===== src/rpcf_pkg.sv =====
// Shared types and constants for the RGB pixel color filter.
package rpcf_pkg;

  localparam int unsigned ChanW = 8;
  localparam int unsigned ProdW = 16;
  localparam int unsigned SumW  = 17;

  // APB register map, word index taken from paddr[2]
  localparam int unsigned AddrW = 3;
  localparam logic RegMode   = 1'b0;
  localparam logic RegOffset = 1'b1;

  // filter mode codes; the unused codes behave like pass through
  localparam logic [2:0] ModeGray   = 3'd0;
  localparam logic [2:0] ModeInvert = 3'd1;
  localparam logic [2:0] ModeSepia  = 3'd2;
  localparam logic [2:0] ModeBright = 3'd3;
  localparam logic [2:0] ModePass   = 3'd4;

  localparam logic [2:0]        ModeReset   = ModeGray;
  localparam logic signed [8:0] OffsetReset = 9'sd50;

  // weights, index 0 = red, 1 = green, 2 = blue
  localparam logic [2:0][7:0] GrayW = {8'd29, 8'd150, 8'd76};
  // SepiaW[out channel][in channel]
  localparam logic [2:0][2:0][7:0] SepiaW = {
    {8'd33, 8'd136, 8'd69},
    {8'd43, 8'd175, 8'd89},
    {8'd48, 8'd196, 8'd100}
  };

  typedef logic [ChanW-1:0] chan_t;
  typedef chan_t [2:0]      pix_t;

  typedef struct packed {
    logic [2:0]        mode;
    logic signed [8:0] offset;
  } cfg_t;

  typedef struct packed {
    cfg_t                        cfg;
    pix_t                        pix;
    logic [2:0][ProdW-1:0]       gray_p;
    logic [2:0][2:0][ProdW-1:0]  sepia_p;
  } prod_t;

  typedef struct packed {
    cfg_t                  cfg;
    pix_t                  pix;
    logic [SumW-1:0]       gray_s;
    logic [2:0][SumW-1:0]  sepia_s;
  } sum_t;

endpackage


===== src/rpcf_if.sv =====
// Pixel request channels: input pixel and filtered pixel.
interface rpcf_in_if import rpcf_pkg::*; ();
  logic  valid;
  logic  ready;
  chan_t in_red;
  chan_t in_green;
  chan_t in_blue;

  modport source (output valid, output in_red, output in_green, output in_blue,
                  input ready);
  modport sink   (input valid, input in_red, input in_green, input in_blue,
                  output ready);
endinterface

interface rpcf_out_if import rpcf_pkg::*; ();
  logic  valid;
  logic  ready;
  chan_t out_red;
  chan_t out_green;
  chan_t out_blue;

  modport source (output valid, output out_red, output out_green, output out_blue,
                  input ready);
  modport sink   (input valid, input out_red, input out_green, input out_blue,
                  output ready);
endinterface


===== src/rgb_pixel_color_filter_unit.sv =====
// Top level of the RGB pixel color filter: APB registers and three-stage pipeline.
//
//   channel  | dir | handshake         | payload
//   ---------+-----+-------------------+----------------------------------
//   in_if    | in  | valid/ready       | in_red, in_green, in_blue
//   out_if   | out | valid/ready       | out_red, out_green, out_blue
//   apb      | in  | psel/penable      | paddr, pwdata, prdata (mode, offset)
//
// One pixel request per clock unless out_if stalls; each request passes the products,
// sums, then scale/clamp/select into the output register.
// Reset (rst_ni low, async) empties the pipeline and sets mode to grayscale,
// offset to +50. Each stage holds while its successor is full and stalled;
// ready ripples back, so a full pipeline keeps moving when out_if.ready is high.
module rgb_pixel_color_filter_unit import rpcf_pkg::*; (
  input  logic             clk_i,
  input  logic             rst_ni,
  rpcf_in_if.sink          in_if,
  rpcf_out_if.source       out_if,
  input  logic             psel,
  input  logic             penable,
  input  logic             pwrite,
  input  logic [AddrW-1:0] paddr,
  input  logic [31:0]      pwdata,
  output logic [31:0]      prdata,
  output logic             pready
);

  cfg_t  cfg;
  pix_t  in_pix, out_pix;
  prod_t prod;
  sum_t  sum;
  logic  prod_valid, prod_ready;
  logic  sum_valid, sum_ready;

  // mode and offset: the user writes them only while the pipeline is empty; not enforced here
  rpcf_regs u_regs (
    .clk_i   (clk_i),
    .rst_ni  (rst_ni),
    .psel    (psel),
    .penable (penable),
    .pwrite  (pwrite),
    .paddr   (paddr),
    .pwdata  (pwdata),
    .prdata  (prdata),
    .pready  (pready),
    .cfg_o   (cfg)
  );

  assign in_pix[0] = in_if.in_red;
  assign in_pix[1] = in_if.in_green;
  assign in_pix[2] = in_if.in_blue;

  // stage 1: configuration travels with the pixel from here on
  rpcf_prod_stage u_prod (
    .clk_i   (clk_i),
    .rst_ni  (rst_ni),
    .valid_i (in_if.valid),
    .ready_o (in_if.ready),
    .cfg_i   (cfg),
    .pix_i   (in_pix),
    .valid_o (prod_valid),
    .ready_i (prod_ready),
    .data_o  (prod)
  );

  // stage 2
  rpcf_sum_stage u_sum (
    .clk_i   (clk_i),
    .rst_ni  (rst_ni),
    .valid_i (prod_valid),
    .ready_o (prod_ready),
    .data_i  (prod),
    .valid_o (sum_valid),
    .ready_i (sum_ready),
    .data_o  (sum)
  );

  // stage 3: output register
  rpcf_out_stage u_out (
    .clk_i   (clk_i),
    .rst_ni  (rst_ni),
    .valid_i (sum_valid),
    .ready_o (sum_ready),
    .data_i  (sum),
    .valid_o (out_if.valid),
    .ready_i (out_if.ready),
    .pix_o   (out_pix)
  );

  assign out_if.out_red   = out_pix[0];
  assign out_if.out_green = out_pix[1];
  assign out_if.out_blue  = out_pix[2];

endmodule


===== src/rpcf_regs.sv =====
// APB configuration registers: filter mode and brightness offset.
module rpcf_regs import rpcf_pkg::*; (
  input  logic             clk_i,
  input  logic             rst_ni,
  input  logic             psel,
  input  logic             penable,
  input  logic             pwrite,
  input  logic [AddrW-1:0] paddr,
  input  logic [31:0]      pwdata,
  output logic [31:0]      prdata,
  output logic             pready,
  output cfg_t             cfg_o
);

  cfg_t cfg_q;
  logic wr_en;

  assign pready = 1'b1;
  assign wr_en  = psel && penable && pwrite && pready;

  always_ff @(posedge clk_i or negedge rst_ni) begin
    if (!rst_ni) begin
      cfg_q.mode   <= ModeReset;
      cfg_q.offset <= OffsetReset;
    end else if (wr_en) begin
      unique case (paddr[2])
        RegMode:   cfg_q.mode   <= pwdata[2:0];
        RegOffset: cfg_q.offset <= $signed(pwdata[8:0]);
        default:   cfg_q        <= cfg_q;
      endcase
    end
  end

  always_comb begin
    unique case (paddr[2])
      RegMode:   prdata = {29'd0, cfg_q.mode};
      RegOffset: prdata = {{23{cfg_q.offset[8]}}, cfg_q.offset};
      default:   prdata = '0;
    endcase
  end

  assign cfg_o = cfg_q;

endmodule


===== src/rpcf_prod_stage.sv =====
// Stage 1: constant-weight products for grayscale and sepia.
module rpcf_prod_stage import rpcf_pkg::*; (
  input  logic  clk_i,
  input  logic  rst_ni,
  input  logic  valid_i,
  output logic  ready_o,
  input  cfg_t  cfg_i,
  input  pix_t  pix_i,
  output logic  valid_o,
  input  logic  ready_i,
  output prod_t data_o
);

  logic  valid_q;
  prod_t data_d, data_q;

  assign ready_o = !valid_q || ready_i;

  always_comb begin
    data_d.cfg = cfg_i;
    data_d.pix = pix_i;
    for (int c = 0; c < 3; c++) begin
      data_d.gray_p[c] = ProdW'(pix_i[c]) * ProdW'(GrayW[c]);
      for (int k = 0; k < 3; k++) begin
        data_d.sepia_p[c][k] = ProdW'(pix_i[k]) * ProdW'(SepiaW[c][k]);
      end
    end
  end

  always_ff @(posedge clk_i or negedge rst_ni) begin
    if (!rst_ni) begin
      valid_q <= 1'b0;
    end else if (ready_o) begin
      valid_q <= valid_i;
    end
  end

  always_ff @(posedge clk_i) begin
    if (valid_i && ready_o) begin
      data_q <= data_d;
    end
  end

  assign valid_o = valid_q;
  assign data_o  = data_q;

endmodule


===== src/rpcf_sum_stage.sv =====
// Stage 2: three-term sums of the weighted products.
module rpcf_sum_stage import rpcf_pkg::*; (
  input  logic  clk_i,
  input  logic  rst_ni,
  input  logic  valid_i,
  output logic  ready_o,
  input  prod_t data_i,
  output logic  valid_o,
  input  logic  ready_i,
  output sum_t  data_o
);

  logic valid_q;
  sum_t data_d, data_q;

  assign ready_o = !valid_q || ready_i;

  always_comb begin
    data_d.cfg    = data_i.cfg;
    data_d.pix    = data_i.pix;
    data_d.gray_s = SumW'(data_i.gray_p[0]) + SumW'(data_i.gray_p[1])
                  + SumW'(data_i.gray_p[2]);
    for (int c = 0; c < 3; c++) begin
      data_d.sepia_s[c] = SumW'(data_i.sepia_p[c][0]) + SumW'(data_i.sepia_p[c][1])
                        + SumW'(data_i.sepia_p[c][2]);
    end
  end

  always_ff @(posedge clk_i or negedge rst_ni) begin
    if (!rst_ni) begin
      valid_q <= 1'b0;
    end else if (ready_o) begin
      valid_q <= valid_i;
    end
  end

  always_ff @(posedge clk_i) begin
    if (valid_i && ready_o) begin
      data_q <= data_d;
    end
  end

  assign valid_o = valid_q;
  assign data_o  = data_q;

endmodule


===== src/rpcf_out_stage.sv =====
// Stage 3: scale, saturate, brightness clamp and mode select into the output register.
module rpcf_out_stage import rpcf_pkg::*; (
  input  logic clk_i,
  input  logic rst_ni,
  input  logic valid_i,
  output logic ready_o,
  input  sum_t data_i,
  output logic valid_o,
  input  logic ready_i,
  output pix_t pix_o
);

  logic valid_q;
  pix_t pix_d, pix_q;

  assign ready_o = !valid_q || ready_i;

  always_comb begin
    logic [8:0]        scaled;
    logic signed [9:0] bright;
    for (int c = 0; c < 3; c++) begin
      scaled = data_i.sepia_s[c][SumW-1:8];
      bright = $signed({2'b00, data_i.pix[c]})
             + $signed({data_i.cfg.offset[8], data_i.cfg.offset});
      unique case (data_i.cfg.mode)
        ModeGray:   pix_d[c] = data_i.gray_s[15:8];
        ModeInvert: pix_d[c] = ~data_i.pix[c];
        ModeSepia:  pix_d[c] = scaled[8] ? 8'hFF : scaled[7:0];
        ModeBright: begin
          // negative clamps to 0, above 255 to 255
          if (bright[9]) begin
            pix_d[c] = 8'h00;
          end else if (bright[8]) begin
            pix_d[c] = 8'hFF;
          end else begin
            pix_d[c] = bright[7:0];
          end
        end
        ModePass:   pix_d[c] = data_i.pix[c];
        default:    pix_d[c] = data_i.pix[c];
      endcase
    end
  end

  always_ff @(posedge clk_i or negedge rst_ni) begin
    if (!rst_ni) begin
      valid_q <= 1'b0;
    end else if (ready_o) begin
      valid_q <= valid_i;
    end
  end

  always_ff @(posedge clk_i) begin
    if (valid_i && ready_o) begin
      pix_q <= pix_d;
    end
  end

  assign valid_o = valid_q;
  assign pix_o   = pix_q;

endmodule


===== src/flat_wrapper.sv =====
// flat-port wrapper written by rule: the top's interface ports become plain ports
module rgb_pixel_color_filter_unit_flat import rpcf_pkg::*;
  (clk_i, rst_ni, psel, penable, pwrite, paddr, pwdata, prdata, pready, in_if_valid, in_if_in_red, in_if_in_green, in_if_in_blue, in_if_ready, out_if_valid, out_if_out_red, out_if_out_green, out_if_out_blue, out_if_ready);
  rpcf_in_if in_if_i ();
  rpcf_out_if out_if_i ();
  input  logic clk_i;
  input  logic rst_ni;
  input  logic psel;
  input  logic penable;
  input  logic pwrite;
  input  logic [AddrW-1:0] paddr;
  input  logic [31:0] pwdata;
  output logic [31:0] prdata;
  output logic pready;
  input wire logic [$bits(in_if_i.valid)-1:0] in_if_valid;
  input wire logic [$bits(in_if_i.in_red)-1:0] in_if_in_red;
  input wire logic [$bits(in_if_i.in_green)-1:0] in_if_in_green;
  input wire logic [$bits(in_if_i.in_blue)-1:0] in_if_in_blue;
  output wire logic [$bits(in_if_i.ready)-1:0] in_if_ready;
  output wire logic [$bits(out_if_i.valid)-1:0] out_if_valid;
  output wire logic [$bits(out_if_i.out_red)-1:0] out_if_out_red;
  output wire logic [$bits(out_if_i.out_green)-1:0] out_if_out_green;
  output wire logic [$bits(out_if_i.out_blue)-1:0] out_if_out_blue;
  input wire logic [$bits(out_if_i.ready)-1:0] out_if_ready;
  assign in_if_i.valid = in_if_valid;
  assign in_if_i.in_red = in_if_in_red;
  assign in_if_i.in_green = in_if_in_green;
  assign in_if_i.in_blue = in_if_in_blue;
  assign in_if_ready = in_if_i.ready;
  assign out_if_valid = out_if_i.valid;
  assign out_if_out_red = out_if_i.out_red;
  assign out_if_out_green = out_if_i.out_green;
  assign out_if_out_blue = out_if_i.out_blue;
  assign out_if_i.ready = out_if_ready;
  rgb_pixel_color_filter_unit u_core (.clk_i(clk_i), .rst_ni(rst_ni), .in_if(in_if_i), .out_if(out_if_i), .psel(psel), .penable(penable), .pwrite(pwrite), .paddr(paddr), .pwdata(pwdata), .prdata(prdata), .pready(pready));
endmodule

===== config.mk =====
export PLATFORM = sky130hd
export DESIGN_NAME = rgb_pixel_color_filter_unit_flat
export DESIGN_NICKNAME = d
export VERILOG_FILES = /design/src/rpcf_pkg.sv /design/src/rpcf_if.sv /design/src/rgb_pixel_color_filter_unit.sv /design/src/rpcf_regs.sv /design/src/rpcf_prod_stage.sv /design/src/rpcf_sum_stage.sv /design/src/rpcf_out_stage.sv /design/src/flat_wrapper.sv
export SDC_FILE = /design/constraint.sdc
export NUM_CORES = 1
export LEC_CHECK = 0
export ABC_AREA = 1
export BUFFER_PORTS_ARGS = -buffer_cell sky130_fd_sc_hd__buf_4
export CAP_MARGIN = 15
export CORE_MARGIN = 5
export CORE_UTILIZATION = 41
export DETAILED_ROUTE_END_ITERATION = 10
export HOLD_SLACK_MARGIN = 0.03
export PLACE_DENSITY = 0.54
export SKIP_LAST_GASP = 1
export SYNTH_ARGS = -nofsm -noshare
export SYNTH_HDL_FRONTEND = slang
export SYNTH_SLANG_ARGS = --single-unit

===== constraint.sdc =====
create_clock -name clk_i -period 5.35 [get_ports clk_i]
set_input_delay 1.07 -clock clk_i [delete_from_list [all_inputs] [get_ports clk_i]]
set_output_delay 1.07 -clock clk_i [all_outputs]
set_load 0.005 [all_outputs]

==> impl_metrics.env <==
export IMPL_status="finished, final reports clean"
export IMPL_finalSetupViolations=0
export IMPL_async_flop_share_pct=5.43
export IMPL_core_area_um2=54000
export IMPL_pre_cts_ws_ps=662
export IMPL_p_per_area_nw_per_um2=496
export IMPL_wirelength_mm=56.5
export IMPL_leakagePower_nw=11.9
export IMPL_cts_buffers=34
export IMPL_yosys_top_cells_area="edfxtp_1 (35%), ha_1 (20%), fa_1 (10%)"
export IMPL_slew_viol_final=0
export IMPL_io_buffers=98
export IMPL_grt_pass1_wl_mm=88.2
export IMPL_die_w_um=244
export IMPL_avgSynthCellArea_um2=9.73
export IMPL_syn_inst=2303
export IMPL_cp_max_fo=9
export IMPL_gp_congestion=0.912
export IMPL_cts_tree="built"
export IMPL_cp_start_kind="input pin"
export IMPL_final_setup_tns_ps=0
export IMPL_track_usage_pct=18.9
export IMPL_power_mw=12.4
export IMPL_pin_count=125
export IMPL_dp_hpwl_mm=46.2
export IMPL_synth_fp_nets=2837
export IMPL_ant_nets=0
export IMPL_grt_overflow_total=0
export IMPL_irDropWorstVdd_v=0.000245
export IMPL_drc=0
export IMPL_worstMarginPinSlew_ps=1010
export IMPL_hp_class="input pin to async pin"
export IMPL_vias=16000
export IMPL_endpoint_kind="flop"
export IMPL_clk_pin_slew_ps=60
export IMPL_max_freq_mhz=242
export IMPL_dieArea_um2=59400
export IMPL_syn_area_um2=22400
export IMPL_clockRootBuffer="clkbuf_16"
export IMPL_first_iter_violations=970
export IMPL_synth_seq_cells=276
export IMPL_firstDrtPassIters=5
export IMPL_start_util_pct=41.5
export IMPL_drive_above_1_share_pct=7.47
export IMPL_rsz0062_at_grt="no"
export IMPL_cp_data_required_time_ps=5620
export IMPL_ys_flop_type="edfxtp_1"
export IMPL_h_tree_depth=2
export IMPL_die_h_um=244
export IMPL_slew_headroom_pct=32.6
export IMPL_wl_per_cell_um=18.0
export IMPL_yosysWarnings=0
export IMPL_clkLatencyLatePin_ps=550
export IMPL_cts_path_max_buffers=3
export IMPL_min_period_ps=4130
export IMPL_cap_violations=0
export IMPL_synth_top_cell_area_share_pct=35.0
export IMPL_antenna_cells=0
export IMPL_post_cts_resized=0
export IMPL_holdBufCountCts=0
export IMPL_min_period_over_period_pct=77.2
export IMPL_ys_types=47
export IMPL_hold_viol=0
export IMPL_vias_per_cell=5.11
export IMPL_num_rows=85
export IMPL_yosysTopAreaCell="edfxtp_1"
export IMPL_synth_edf_count=261
export IMPL_fin_worst_skew_ps=24.5
export IMPL_grt_pass1_vias=16100
export IMPL_worstPathArrival_ps=4400
export IMPL_yosysSeqAreaShare_pct=36.7
export IMPL_post_cts_setup_buffers=0
export IMPL_antenna_found_initial=3
export IMPL_nets=2944
export IMPL_fin_util_pct=46.2
export IMPL_setup_slack_ps=1220
export IMPL_cts_sinks=276
export IMPL_grt_max_degree=88
export IMPL_syn_to_final_growth_pct=11.4
export IMPL_crit_type="input pin to flop"
## cell usage after synthesis, types with 3 or more instances
cell,count
xnor2_1,32
inv_1,326
mux2_2,6
inv_2,3
nand3_2,3
o211ai_1,7
o21bai_1,19
nor3_1,13
a21oi_1,154
nand3b_1,15
xor2_1,86
nor2_1,148
a21o_1,9
buf_2,3
nand4_1,21
nand2_1,464
ha_1,352
dfrtp_1,12
o22ai_1,9
o21ai_1,8
fa_1,116
clkbuf_1,4
edfxtp_1,261
a21oi_4,3
a31oi_1,8
buf_4,25
o21ai_0,80
dfstp_2,3
nand3_1,88
o2111ai_1,3
## cell usage in the layout, fill, tap and decap left out, drive strengths merged, types with 3 or more instances in the layout
master   instances
dfrtp           12
o211ai           7
nand3           91
buf            103
o21ai           88
o21bai          19
o22ai            9
nand3b          15
o2111ai          3
nand4           21
a31oi            8
xnor2           32
inv            331
a21o             9
mux2             6
clkbuf          42
nor2           149
nor3            15
xor2            86
a21oi          157
fa             116
ha             352
bufinv           3
dfstp            3
clkinv          13
edfxtp         261
nand2          464
## sequential cells by signal, summed over array words and instances, names as in the netlist
name,cells
u_core.u_sum.valid_o,1
u_core.u_sum.data_o,71
u_core.u_regs.cfg_o,12
u_core.u_out.valid_o,1
u_core.u_prod.data_o,166
u_core.u_prod.valid_o,1
u_core.u_out.pix_o,24
## kinds of logic after synthesis
| logic type | synth area share, % |
|---|---|
| DFF | 36.7 |
| adders and majority gates | 30.0 |
| and+or+nand+nor | 14.1 |
| xor gates and xnor gates | 4.61 |
| other | 0.0167 |
| muxes | 0.302 |
| AOI/OAI and AO/OA | 7.78 |
| buffers and inverters | 6.48 |
## path summary, 6_finish.rpt
path	start	endpoint	slack, ps	cells after the start
setup / recovery	in_if_in_green[3]	u_core.u_prod.data_o[77]$_DFFE_PP_	1220	15
hold / removal	rst_ni	u_core.u_prod.valid_o$_DFFE_PN0N_	360	1
setup reg to reg	u_core.u_sum.data_o[103]$_DFFE_PP_	u_core.u_out.pix_o[10]$_DFFE_PP_	2500	5
hold reg to reg	u_core.u_prod.data_o[227]$_DFFE_PP_	u_core.u_sum.data_o[103]$_DFFE_PP_	420	0
max in group asynchronous	rst_ni	u_core.u_regs.cfg_o[1]$_DFFE_PN1P_	4740	1
min in group clk_i	u_core.u_prod.data_o[227]$_DFFE_PP_	u_core.u_sum.data_o[103]$_DFFE_PP_	420	0
## power breakdown
| part | internal, mW | leakage (nW) | switching [mW] |
|---|---|---|---|
| registers | 3.35 | 2.72 | 0.407 |
| logic | 2.36 | 8.64 | 3.98 |
| clock network | 1.37 | 0.544 | 0.905 |
## worst max-delay path, cell delays in order
cell	delay, ps
buf_4	180
ha_1	320
inv_1	60
fa_1	500
inv_1	60
fa_1	530
inv_1	50
fa_1	530
inv_1	40
ha_1	350
a21oi_1	230
o21ai_0	160
nand2_1	80
nand3_1	80
xor2_1	150
## final cells by class
| cell class | instances | area [um^2] |
|---|---|---|
| flip-flops and latches | 276 | 8220 |
| clock inverters | 19 | 190 |
| clock buffers | 42 | 912 |
| fillers | 5146 | 29100 |
| multi-input cells | 1666 | 12700 |
| well taps | 696 | 871 |
| inverters | 329 | 1240 |
| repair buffers | 103 | 786 |
## routing by layer
metal,routed length [um],GRT usage [%]
met1,25300,24.7
met3,1890,2.27
met5,12,0
met4,1590,5.63
met2,27700,33.0
## through the flow
step                std cells  instance area, um^2  hold WS, ps
finish                   3131                25000          364
global placement         3070                23800          404
detailed placement       3070                23800          405
floorplan                2303                22400          400
CTS                      3131                25000          339
global route             3131                25000          356
(Power assumes the default switching activity.)
